===== config.mk =====
export PLATFORM = sky130hd
export DESIGN_NAME = fraction_reducer
export DESIGN_NICKNAME = d
export VERILOG_FILES = /design/src/hdl/fr_pkg.sv /design/src/hdl/fraction_reducer.sv /design/src/hdl/fr_gcd.sv /design/src/hdl/fr_div.sv
export SDC_FILE = /design/constraint.sdc
export NUM_CORES = 2
export LEC_CHECK = 0
export ABC_AREA = 1
export BUFFER_PORTS_ARGS = -buffer_cell sky130_fd_sc_hd__buf_2
export CAP_MARGIN = 10
export CORE_MARGIN = 2
export CORE_UTILIZATION = 30
export DETAILED_ROUTE_END_ITERATION = 16
export HOLD_SLACK_MARGIN = 0.12
export PLACE_DENSITY_LB_ADDON = 0.2
export SLEW_MARGIN = 20
export SYNTH_ARGS = -nofsm -noshare
export SYNTH_HDL_FRONTEND = slang
export SYNTH_SLANG_ARGS = --single-unit
export TNS_END_PERCENT = 50

===== constraint.sdc =====
create_clock -name clk -period 3.3 [get_ports clk]
set_clock_uncertainty 0.15 [all_clocks]
set_input_delay 0.495 -clock clk [delete_from_list [all_inputs] [get_ports clk]]
set_output_delay 0.495 -clock clk [all_outputs]
set_load 0.05 [all_outputs]

===== src/hdl/fr_pkg.sv =====
`default_nettype none
// ----------------------------------------------------------------------------
// fr_pkg: shared types and constants of the fraction reducer
// Holds the transfer payload structs and the magnitude widths used by the
// sequencer, the binary GCD unit and the restoring divider.
// ----------------------------------------------------------------------------
package fr_pkg;

	localparam int MAG_W = 32;
	localparam int CNT_W = $clog2(MAG_W);

	typedef logic [MAG_W-1:0] mag_t;

	typedef struct packed {
		logic signed [MAG_W-1:0] numerator;
		logic signed [MAG_W-1:0] denominator;
	} req_t;

	typedef struct packed {
		logic signed [MAG_W-1:0] reduced_numerator;
		logic signed [MAG_W-1:0] reduced_denominator;
		logic                    was_reduced;
		logic                    zero_denominator;
	} rsp_t;

	// Handshake between the sequencer and an iterative unit.
	typedef struct packed {
		logic start;
	} unit_cmd_t;

	typedef struct packed {
		logic done;
	} unit_sts_t;

endpackage
`default_nettype wire


===== src/hdl/fraction_reducer.sv =====
`default_nettype none
// ----------------------------------------------------------------------------
// fraction_reducer: reduces a signed fraction to lowest terms
// A small sequencer drives a binary GCD unit and a restoring divider that is
// used once for each of the two magnitudes.
// ----------------------------------------------------------------------------
//
//   channel  | ports                      | payload
//   ---------+----------------------------+-------------------------------
//   request  | req_valid, req_ready, req  | numerator, denominator
//   response | rsp_valid, rsp_ready, rsp  | reduced values and two flags
//
// Zero numerators and unit magnitudes go straight to the output stage. Other
// items run the binary GCD loop, one shift or compare and subtract per cycle,
// and two divisions by the GCD follow when it is not one.
// req_ready is high only while the sequencer is idle; a finished result waits
// until the output register is free. Reset clears the sequencer, both units
// and the response valid flag.
// ----------------------------------------------------------------------------
module fraction_reducer (
	input  wire logic         clk,
	input  wire logic         arst_n,
	input  wire logic         req_valid,
	output logic              req_ready,
	input  wire fr_pkg::req_t req,
	output logic              rsp_valid,
	input  wire logic         rsp_ready,
	output fr_pkg::rsp_t      rsp
);

	typedef enum logic [2:0] {
		S_IDLE,
		S_GCD,
		S_DIVN,
		S_DIVD,
		S_OUT
	} state_t;

	state_t            state_q;
	fr_pkg::mag_t      n_q;
	fr_pkg::mag_t      d_q;
	fr_pkg::mag_t      nmag_q;
	fr_pkg::mag_t      dmag_q;
	logic              nneg_q;
	logic              dneg_q;
	fr_pkg::mag_t      g_q;
	fr_pkg::mag_t      qn_q;
	fr_pkg::mag_t      dvd_q;
	fr_pkg::rsp_t      res_q;
	fr_pkg::rsp_t      rsp_q;
	logic              rsp_valid_q;
	fr_pkg::unit_cmd_t gcd_cmd_q;
	fr_pkg::unit_cmd_t div_cmd_q;

	fr_pkg::unit_sts_t gcd_sts;
	fr_pkg::unit_sts_t div_sts;
	fr_pkg::mag_t      gcd_val;
	fr_pkg::mag_t      quo_val;

	// Decode of the incoming item: a zero denominator is taken as one, and
	// both values are split into sign and magnitude. The most negative value
	// simply yields a magnitude of two to the 31st.
	logic         den_zero;
	fr_pkg::mag_t d_fix;
	logic         nneg;
	logic         dneg;
	fr_pkg::mag_t nmag;
	fr_pkg::mag_t dmag;

	always_comb begin
		den_zero = req.denominator == '0;
		d_fix    = den_zero ? fr_pkg::mag_t'(1) : fr_pkg::mag_t'(req.denominator);
		nneg     = req.numerator[fr_pkg::MAG_W-1];
		dneg     = d_fix[fr_pkg::MAG_W-1];
		nmag     = nneg ? (fr_pkg::mag_t'(0) - fr_pkg::mag_t'(req.numerator))
		                : fr_pkg::mag_t'(req.numerator);
		dmag     = dneg ? (fr_pkg::mag_t'(0) - d_fix) : d_fix;
	end

	assign req_ready = state_q == S_IDLE;
	assign rsp_valid = rsp_valid_q;
	assign rsp       = rsp_q;

	fr_gcd u_gcd (
		.clk    (clk),
		.arst_n (arst_n),
		.cmd    (gcd_cmd_q),
		.a_in   (nmag_q),
		.b_in   (dmag_q),
		.sts    (gcd_sts),
		.gcd    (gcd_val)
	);

	fr_div u_div (
		.clk      (clk),
		.arst_n   (arst_n),
		.cmd      (div_cmd_q),
		.dividend (dvd_q),
		.divisor  (g_q),
		.sts      (div_sts),
		.quotient (quo_val)
	);

	always_ff @(posedge clk or negedge arst_n) begin
		if (!arst_n) begin
			state_q     <= S_IDLE;
			n_q         <= '0;
			d_q         <= '0;
			nmag_q      <= '0;
			dmag_q      <= '0;
			nneg_q      <= 1'b0;
			dneg_q      <= 1'b0;
			g_q         <= '0;
			qn_q        <= '0;
			dvd_q       <= '0;
			res_q       <= '0;
			rsp_q       <= '0;
			rsp_valid_q <= 1'b0;
			gcd_cmd_q   <= '0;
			div_cmd_q   <= '0;
		end else begin
			gcd_cmd_q.start <= 1'b0;
			div_cmd_q.start <= 1'b0;
			if (rsp_valid_q && rsp_ready) begin
				rsp_valid_q <= 1'b0;
			end
			unique case (state_q)
				S_IDLE: begin
					if (req_valid) begin
						n_q    <= fr_pkg::mag_t'(req.numerator);
						d_q    <= d_fix;
						nmag_q <= nmag;
						dmag_q <= dmag;
						nneg_q <= nneg;
						dneg_q <= dneg;
						res_q.zero_denominator <= den_zero;
						if (nmag == '0) begin
							// Zero over the sign of the denominator, always a change.
							res_q.reduced_numerator   <= '0;
							res_q.reduced_denominator <= dneg ? '1 : fr_pkg::MAG_W'(1);
							res_q.was_reduced         <= 1'b1;
							state_q                   <= S_OUT;
						end else if (nmag == fr_pkg::mag_t'(1) || dmag == fr_pkg::mag_t'(1)) begin
							res_q.reduced_numerator   <= req.numerator;
							res_q.reduced_denominator <= d_fix;
							res_q.was_reduced         <= 1'b0;
							state_q                   <= S_OUT;
						end else begin
							gcd_cmd_q.start <= 1'b1;
							state_q         <= S_GCD;
						end
					end
				end
				S_GCD: begin
					if (gcd_sts.done) begin
						if (gcd_val == fr_pkg::mag_t'(1)) begin
							// Already in lowest terms.
							res_q.reduced_numerator   <= n_q;
							res_q.reduced_denominator <= d_q;
							res_q.was_reduced         <= 1'b0;
							state_q                   <= S_OUT;
						end else begin
							g_q             <= gcd_val;
							dvd_q           <= nmag_q;
							div_cmd_q.start <= 1'b1;
							state_q         <= S_DIVN;
						end
					end
				end
				S_DIVN: begin
					if (div_sts.done) begin
						qn_q            <= quo_val;
						dvd_q           <= dmag_q;
						div_cmd_q.start <= 1'b1;
						state_q         <= S_DIVD;
					end
				end
				S_DIVD: begin
					if (div_sts.done) begin
						res_q.reduced_numerator <= nneg_q ? (fr_pkg::mag_t'(0) - qn_q) : qn_q;
						res_q.reduced_denominator <= dneg_q ? (fr_pkg::mag_t'(0) - quo_val)
						                                    : quo_val;
						res_q.was_reduced       <= 1'b1;
						state_q                 <= S_OUT;
					end
				end
				S_OUT: begin
					// Load the output register once the previous result has gone.
					if (!rsp_valid_q || rsp_ready) begin
						rsp_q       <= res_q;
						rsp_valid_q <= 1'b1;
						state_q     <= S_IDLE;
					end
				end
				default: state_q <= S_IDLE;
			endcase
		end
	end

`ifndef SYNTHESIS
	// The GCD unit reports only while the sequencer waits for it.
	a_gcd_done_in_gcd: assert property (@(posedge clk) disable iff (!arst_n)
		gcd_sts.done |-> state_q == S_GCD)
		else $error("GCD unit finished outside the GCD state");

	// The divider reports only during one of the two divisions.
	a_div_done_in_div: assert property (@(posedge clk) disable iff (!arst_n)
		div_sts.done |-> (state_q == S_DIVN || state_q == S_DIVD))
		else $error("divider finished outside a division state");

	// A transfer in always leaves the idle state.
	a_accept_leaves_idle: assert property (@(posedge clk) disable iff (!arst_n)
		(req_valid && req_ready) |=> state_q != S_IDLE)
		else $error("sequencer stayed idle after a request transfer");

	// A replaced zero denominator always comes out as plus one.
	a_zero_den_is_one: assert property (@(posedge clk) disable iff (!arst_n)
		(rsp_valid && rsp.zero_denominator) |-> rsp.reduced_denominator == 32'sd1)
		else $error("zero denominator did not give a denominator of one");
`endif

endmodule
`default_nettype wire


===== src/hdl/fr_gcd.sv =====
`default_nettype none
// ----------------------------------------------------------------------------
// fr_gcd: iterative binary GCD unit
// One shift, or one compare and subtract, per cycle on two nonzero magnitudes.
// ----------------------------------------------------------------------------
module fr_gcd (
	input  wire logic              clk,
	input  wire logic              arst_n,
	input  wire fr_pkg::unit_cmd_t cmd,
	input  wire fr_pkg::mag_t      a_in,
	input  wire fr_pkg::mag_t      b_in,
	output fr_pkg::unit_sts_t      sts,
	output fr_pkg::mag_t          gcd
);

	typedef enum logic [1:0] {
		G_IDLE,
		G_TWOS,
		G_AODD,
		G_LOOP
	} phase_t;

	phase_t                    phase_q;
	fr_pkg::mag_t              a_q;
	fr_pkg::mag_t              b_q;
	logic [fr_pkg::CNT_W-1:0] shift_q;
	logic                      done_q;
	fr_pkg::mag_t              gcd_q;

	always_ff @(posedge clk or negedge arst_n) begin
		if (!arst_n) begin
			phase_q <= G_IDLE;
			a_q     <= '0;
			b_q     <= '0;
			shift_q <= '0;
			done_q  <= 1'b0;
			gcd_q   <= '0;
		end else begin
			done_q <= 1'b0;
			unique case (phase_q)
				G_IDLE: begin
					if (cmd.start) begin
						a_q     <= a_in;
						b_q     <= b_in;
						shift_q <= '0;
						phase_q <= G_TWOS;
					end
				end
				G_TWOS: begin
					// Strip the common factors of two and count them.
					if (!a_q[0] && !b_q[0]) begin
						a_q     <= a_q >> 1;
						b_q     <= b_q >> 1;
						shift_q <= shift_q + fr_pkg::CNT_W'(1);
					end else begin
						phase_q <= G_AODD;
					end
				end
				G_AODD: begin
					if (!a_q[0]) begin
						a_q <= a_q >> 1;
					end else begin
						phase_q <= G_LOOP;
					end
				end
				G_LOOP: begin
					if (b_q == '0) begin
						gcd_q   <= a_q << shift_q;
						done_q  <= 1'b1;
						phase_q <= G_IDLE;
					end else if (!b_q[0]) begin
						b_q <= b_q >> 1;
					end else if (a_q > b_q) begin
						a_q <= b_q;
						b_q <= a_q - b_q;
					end else begin
						b_q <= b_q - a_q;
					end
				end
				default: phase_q <= G_IDLE;
			endcase
		end
	end

	assign sts.done = done_q;
	assign gcd      = gcd_q;

endmodule
`default_nettype wire


===== src/hdl/fr_div.sv =====
`default_nettype none
// ----------------------------------------------------------------------------
// fr_div: restoring divider
// Produces one quotient bit per cycle; used twice by the sequencer for each item whose GCD is not one.
// ----------------------------------------------------------------------------
module fr_div (
	input  wire logic              clk,
	input  wire logic              arst_n,
	input  wire fr_pkg::unit_cmd_t cmd,
	input  wire fr_pkg::mag_t      dividend,
	input  wire fr_pkg::mag_t      divisor,
	output fr_pkg::unit_sts_t      sts,
	output fr_pkg::mag_t          quotient
);

	logic                      busy_q;
	logic                      done_q;
	logic [fr_pkg::CNT_W-1:0] cnt_q;
	fr_pkg::mag_t              rem_q;
	fr_pkg::mag_t              quo_q;
	fr_pkg::mag_t              dsr_q;

	logic [fr_pkg::MAG_W:0] trial;
	logic [fr_pkg::MAG_W:0] diff;
	logic                   fits;

	always_comb begin
		trial = {rem_q, quo_q[fr_pkg::MAG_W-1]};
		diff  = trial - {1'b0, dsr_q};
		fits  = trial >= {1'b0, dsr_q};
	end

	always_ff @(posedge clk or negedge arst_n) begin
		if (!arst_n) begin
			busy_q <= 1'b0;
			done_q <= 1'b0;
			cnt_q  <= '0;
			rem_q  <= '0;
			quo_q  <= '0;
			dsr_q  <= '0;
		end else begin
			done_q <= 1'b0;
			if (!busy_q) begin
				if (cmd.start) begin
					busy_q <= 1'b1;
					cnt_q  <= '0;
					rem_q  <= '0;
					quo_q  <= dividend;
					dsr_q  <= divisor;
				end
			end else begin
				// The dividend shifts out of the top while quotient bits enter below.
				rem_q <= fits ? diff[fr_pkg::MAG_W-1:0] : trial[fr_pkg::MAG_W-1:0];
				quo_q <= {quo_q[fr_pkg::MAG_W-2:0], fits};
				cnt_q <= cnt_q + fr_pkg::CNT_W'(1);
				if (cnt_q == fr_pkg::CNT_W'(fr_pkg::MAG_W - 1)) begin
					busy_q <= 1'b0;
					done_q <= 1'b1;
				end
			end
		end
	end

	assign sts.done = done_q;
	assign quotient = quo_q;

endmodule
`default_nettype wire


==> impl_results.rst <==
.. list-table::
   :header-rows: 1

   * - Metric
     - Value
   * - DIE HEIGHT
     - 345 µm
   * - Site row count
     - 125
   * - Reported net switching power
     - 23.6 mW
   * - Boundary Pins
     - 136
   * - Share of cells above drive strength 1
     - 16.6%
   * - Class of the most critical hold timing path
     - input pin to flip-flop
   * - Register-to-register setup slack
     - 0.17 ns
   * - # Max-Cap Violations
     - 0
   * - Post-Synthesis Mean Instance Area
     - 7.39 µm²
   * - Critical Path Fanout Max
     - 10
   * - Max Clock Freq
     - 319 MHz
   * - Total number of vias
     - 34,577
   * - Slew HR
     - 29.4%
   * - Commonest cells post-synth
     - sky130_fd_sc_hd__nand2_1, sky130_fd_sc_hd__dfrtp_1, sky130_fd_sc_hd__o21ai_0
   * - Source of the worst hold timing path
     - req[3]
   * - Global routing usage summed across all routing layers
     - 23.4%
   * - Detailed placement HPWL
     - 109,000 µm
   * - Element type at the critical path end
     - flip-flop
   * - Final worst path period need
     - 3.13 ns
   * - Final count of hold timing violations
     - 0
   * - Worst hold endpoint
     - d_q[3]$_DFFE_PN0P_
   * - Number of buffers added by the clock tree synthesis step
     - 68
   * - Arrival time of data at the critical path endpoint
     - 3.49 ns
   * - DRC violation count after routing
     - 0
   * - Final worst-path setup slack
     - 0.168 ns
   * - Number of antenna-violating nets in the routed design
     - 0
   * - Aggregate routed wire length
     - 142,000 µm
   * - Area of the core region
     - 116,000 µm²
   * - IO Port Bufs
     - 135
   * - Worst vdd rail ir drop
     - 568 µV
   * - Number of global-route vias before repair
     - 33,647
   * - Drt first-iter violations
     - 3,142
   * - Run status
     - completed
   * - Vias per cell
     - 5.12
   * - Startpoint class of the critical path
     - input pin
   * - Routability-driven placement congestion ratio
     - 0.943
   * - Power Dens Cells
     - 1110 nW/µm²
   * - Leakage dissipation
     - 20.9 nW
   * - Clock latency reported for the late side of the worst-skew pair
     - 0.65 ns
   * - Clock Tree Root
     - sky130_fd_sc_hd__clkbuf_16
   * - Post-Place Setup Slack
     - -0.249 ns
   * - Proportion of register bits with asynchronous set or reset after synthesis
     - 100%
   * - Register bit total from synthesis
     - 567
   * - Path depth of the worst reg2reg path
     - 15
   * - Mapped cell area
     - 34,900 µm²
   * - Register area share after synthesis
     - 40.6%
   * - Area delta synth->final
     - 24.5%
   * - Transition time of the tightest slew-check pin
     - 1.05 ns
   * - Clock slew seen by the registers of the worst setup and hold paths
     - 0.06 ns
   * - Initial standard-cell utilization of the core
     - 30.2%
   * - Routed wirelength normalized by instance count
     - 21.1 µm
   * - Switching part of the total power
     - 49.2%
   * - Warnings from Yosys
     - 0
   * - Largest net degree at the start of global routing
     - 137
   * - Global-route congestion overflow total
     - 0
   * - Max Slew Vio Count
     - 0
   * - Most frequently used flop master after synthesis
     - sky130_fd_sc_hd__dfrtp_1
   * - Internal Dissipation
     - 24.4 mW
   * - Clock tree from TritonCTS
     - yes
   * - Final nets
     - 5,358
   * - Fraction of post-synthesis cell area in the top cell type by area
     - 40.6%
   * - Setup CP Type
     - input pin to flip-flop
   * - Horizontal extent of the die
     - 345 µm
   * - Sequential Power Share
     - 24.3%
   * - Count of mapped cells out of synthesis
     - 4,724
   * - Library cell with the highest instance count after synthesis
     - sky130_fd_sc_hd__nand2_1
   * - Startpoint of the most critical register-to-register path
     - u_gcd.b_q[17]$_DFFE_PN0P_
   * - First-pass detailed-route iteration total
     - 6
   * - End of the worst register-to-register path
     - u_gcd.b_q[20]$_DFFE_PN0P_
   * - Number of cells on the worst hold path
     - 4
   * - Required time at the worst-slack endpoint
     - 3.66 ns
   * - Combinational group share of total power
     - 58.4%
   * - Number of buffers between clock root and the deepest sink
     - 3
   * - Worst-case hold slack
     - 0.144 ns
   * - Wire length of the first global-routing pass
     - 216,000 µm
   * - Final setup violation count
     - 0
   * - Number of clock sinks
     - 567
   * - Clk pwr share
     - 17.3%
   * - Number of enable-type register cells in the synthesized netlist
     - 0
   * - Top post-synthesis cells by area
     - sky130_fd_sc_hd__dfrtp_1, sky130_fd_sc_hd__nand2_1, sky130_fd_sc_hd__o21ai_0
   * - Final period util
     - 94.9%
   * - Net Count, Synth
     - 4,902
   * - Antenna violations before repair
     - 4
   * - Post-synthesis cell type with the largest combined area
     - sky130_fd_sc_hd__dfrtp_1
   * - CTS H-tree depth
     - 3
   * - Full die area
     - 119,000 µm²
   * - Count of unique library cells instantiated by Yosys
     - 56
registers in the layout, summed over array words and instances, names as in the netlist, 31 cells and up:
register and count:
d_q 32, dmag_q 31, dvd_q 32, g_q 32, n_q 32, nmag_q 31
qn_q 32, res_q 66, rsp 66, u_div.dsr_q 32, u_div.quotient 32, u_div.rem_q 32
u_gcd.a_q 32, u_gcd.b_q 32, u_gcd.gcd 32
placed cells by master, fill, tap and decap left out, types with 15 or more instances in the layout:
master,Yosys,final
sky130_fd_sc_hd__nand2_1,1219,1204
sky130_fd_sc_hd__dfrtp_1,567,567
sky130_fd_sc_hd__o21ai_0,566,548
sky130_fd_sc_hd__inv_1,523,522
sky130_fd_sc_hd__buf_4,2,427
sky130_fd_sc_hd__nor2_1,325,301
sky130_fd_sc_hd__nand3_1,275,268
sky130_fd_sc_hd__a21oi_1,239,233
sky130_fd_sc_hd__buf_2,18,134
sky130_fd_sc_hd__ha_1,107,104
sky130_fd_sc_hd__o211ai_1,85,85
sky130_fd_sc_hd__clkbuf_16,0,74
sky130_fd_sc_hd__mux2_2,66,66
sky130_fd_sc_hd__xor2_1,65,62
sky130_fd_sc_hd__o221ai_1,59,59
sky130_fd_sc_hd__a22oi_1,53,53
sky130_fd_sc_hd__nor3_1,40,35
sky130_fd_sc_hd__nand4_1,33,33
sky130_fd_sc_hd__a221oi_1,32,32
sky130_fd_sc_hd__dlygate4sd3_1,0,32
sky130_fd_sc_hd__o21ai_1,16,31
sky130_fd_sc_hd__nand3b_1,24,24
sky130_fd_sc_hd__buf_12,0,23
sky130_fd_sc_hd__o22ai_1,21,21
sky130_fd_sc_hd__xnor2_1,21,21
sky130_fd_sc_hd__nor4_1,20,19
sky130_fd_sc_hd__nor2_2,5,15
sky130_fd_sc_hd__nand2_2,1,15
sky130_fd_sc_hd__a31oi_1,15,15
power groups by stage:
stage / clock (mW) / sequential (mW) / combinational, mW
after floorplan: 0 / 11.8 / 16.0
after global placement: 0 / 11.8 / 27.0
after detailed placement: 0 / 11.7 / 27.0
after CTS: 8.49 / 11.6 / 27.2
after global routing: 8.77 / 11.9 / 30.9
final: 8.30 / 11.7 / 28.1
how the worst max path moves through the flow:
stage / start / end / slack [ns]
after floorplan: u_gcd.b_q[0]$_DFFE_PN0P_ / u_gcd.b_q[22]$_DFFE_PN0P_ / 0.25
after global placement: req[6] / state_q[2]$_DFFE_PN0P_ / -0.24
after detailed placement: req[33] / res_q[51]$_DFFE_PN0P_ / -0.25
after CTS: u_gcd.a_q[0]$_DFFE_PN0P_ / u_gcd.b_q[27]$_DFFE_PN0P_ / 0.004
after global routing: req[39] / res_q[52]$_DFFE_PN0P_ / -0.03
final: req[39] / res_q[48]$_DFFE_PN0P_ / 0.17
cell families (layout without fill, tap and decap cells):
logic type	after synthesis	in the layout	synth area share [%]
compound gates	1156	1156	19.2
other cells	0	1	0
mux	79	79	2.50
fa+ha+maj	110	110	4.01
xor+xnor	86	86	2.16
buf+inv	772	1275	8.49
simple gates	1954	1954	22.9
flops	567	567	40.6
layer usage:
layer	vias to the layer above	global-route usage [%]	routed length [µm]	part of all wire, %
met5	-	0	22	0.015
met4	4	7.53	5050	3.5
met3	234	3.06	7050	5.0
met2	974	37.6	64500	45
met1	16656	32.6	65700	46
li1	16709	-	-	-
area by class of cell:
| cell class | count | area (µm²) |
|---|---|---|
| Sequential cell | 567 | 14200 |
| Antenna cell | 1 | 2.50 |
| Clock inverter | 28 | 455 |
| Clock buffer | 89 | 1970 |
| Multi-Input combinational cell | 3385 | 18100 |
| Inverter | 535 | 2010 |
| Tap cell | 1524 | 1910 |
| Timing Repair Buffer | 623 | 4780 |
| Fill cell | 12284 | 72300 |
metrics by stage:
step           setup TNS [ns]  area, µm²  power (mW)  cells  utilization [%]
6_report                    0      43400        48.1   6752             37.5
5_1_grt               -0.0949      43400        51.6   6751             37.5
4_1_cts                     0      43000        47.3   6741             37.2
3_5_place_dp           -16.29      40200        38.8   6592             34.8
3_3_place_gp           -16.33      40200        38.8   6592             34.8
2_1_floorplan               0      34900        27.8   4724                -
what timing repair did:
action / CTS / global route
cloned: 0 / 4
hold buffers: 32 / 0
endpoints found under the hold margin: 306 / 0
pin swaps: 1 / 10
endpoints found under the setup margin: 46 / 143
buffers inserted: 0 / 6
gates resized for setup: 8 / 86
critical path: stages:
cell,delay (ns)
sky130_fd_sc_hd__dlygate4sd3_1,0.54
sky130_fd_sc_hd__buf_2,0.16
sky130_fd_sc_hd__nor2_2,0.14
sky130_fd_sc_hd__nand2_1,0.10
sky130_fd_sc_hd__buf_4,0.14
sky130_fd_sc_hd__nor3_1,0.25
sky130_fd_sc_hd__nor2_1,0.10
sky130_fd_sc_hd__xor2_1,0.22
sky130_fd_sc_hd__nor2_1,0.12
sky130_fd_sc_hd__nand2_1,0.06
sky130_fd_sc_hd__nor2_1,0.22
sky130_fd_sc_hd__nand4_4,0.21
sky130_fd_sc_hd__buf_4,0.22
sky130_fd_sc_hd__nand2_1,0.06
sky130_fd_sc_hd__buf_4,0.18
sky130_fd_sc_hd__o21ai_0,0.10
sky130_fd_sc_hd__nand3_1,0.12
sky130_fd_sc_hd__nand2_1,0.06
No activity file was read; power rests on OpenSTA's default activity.
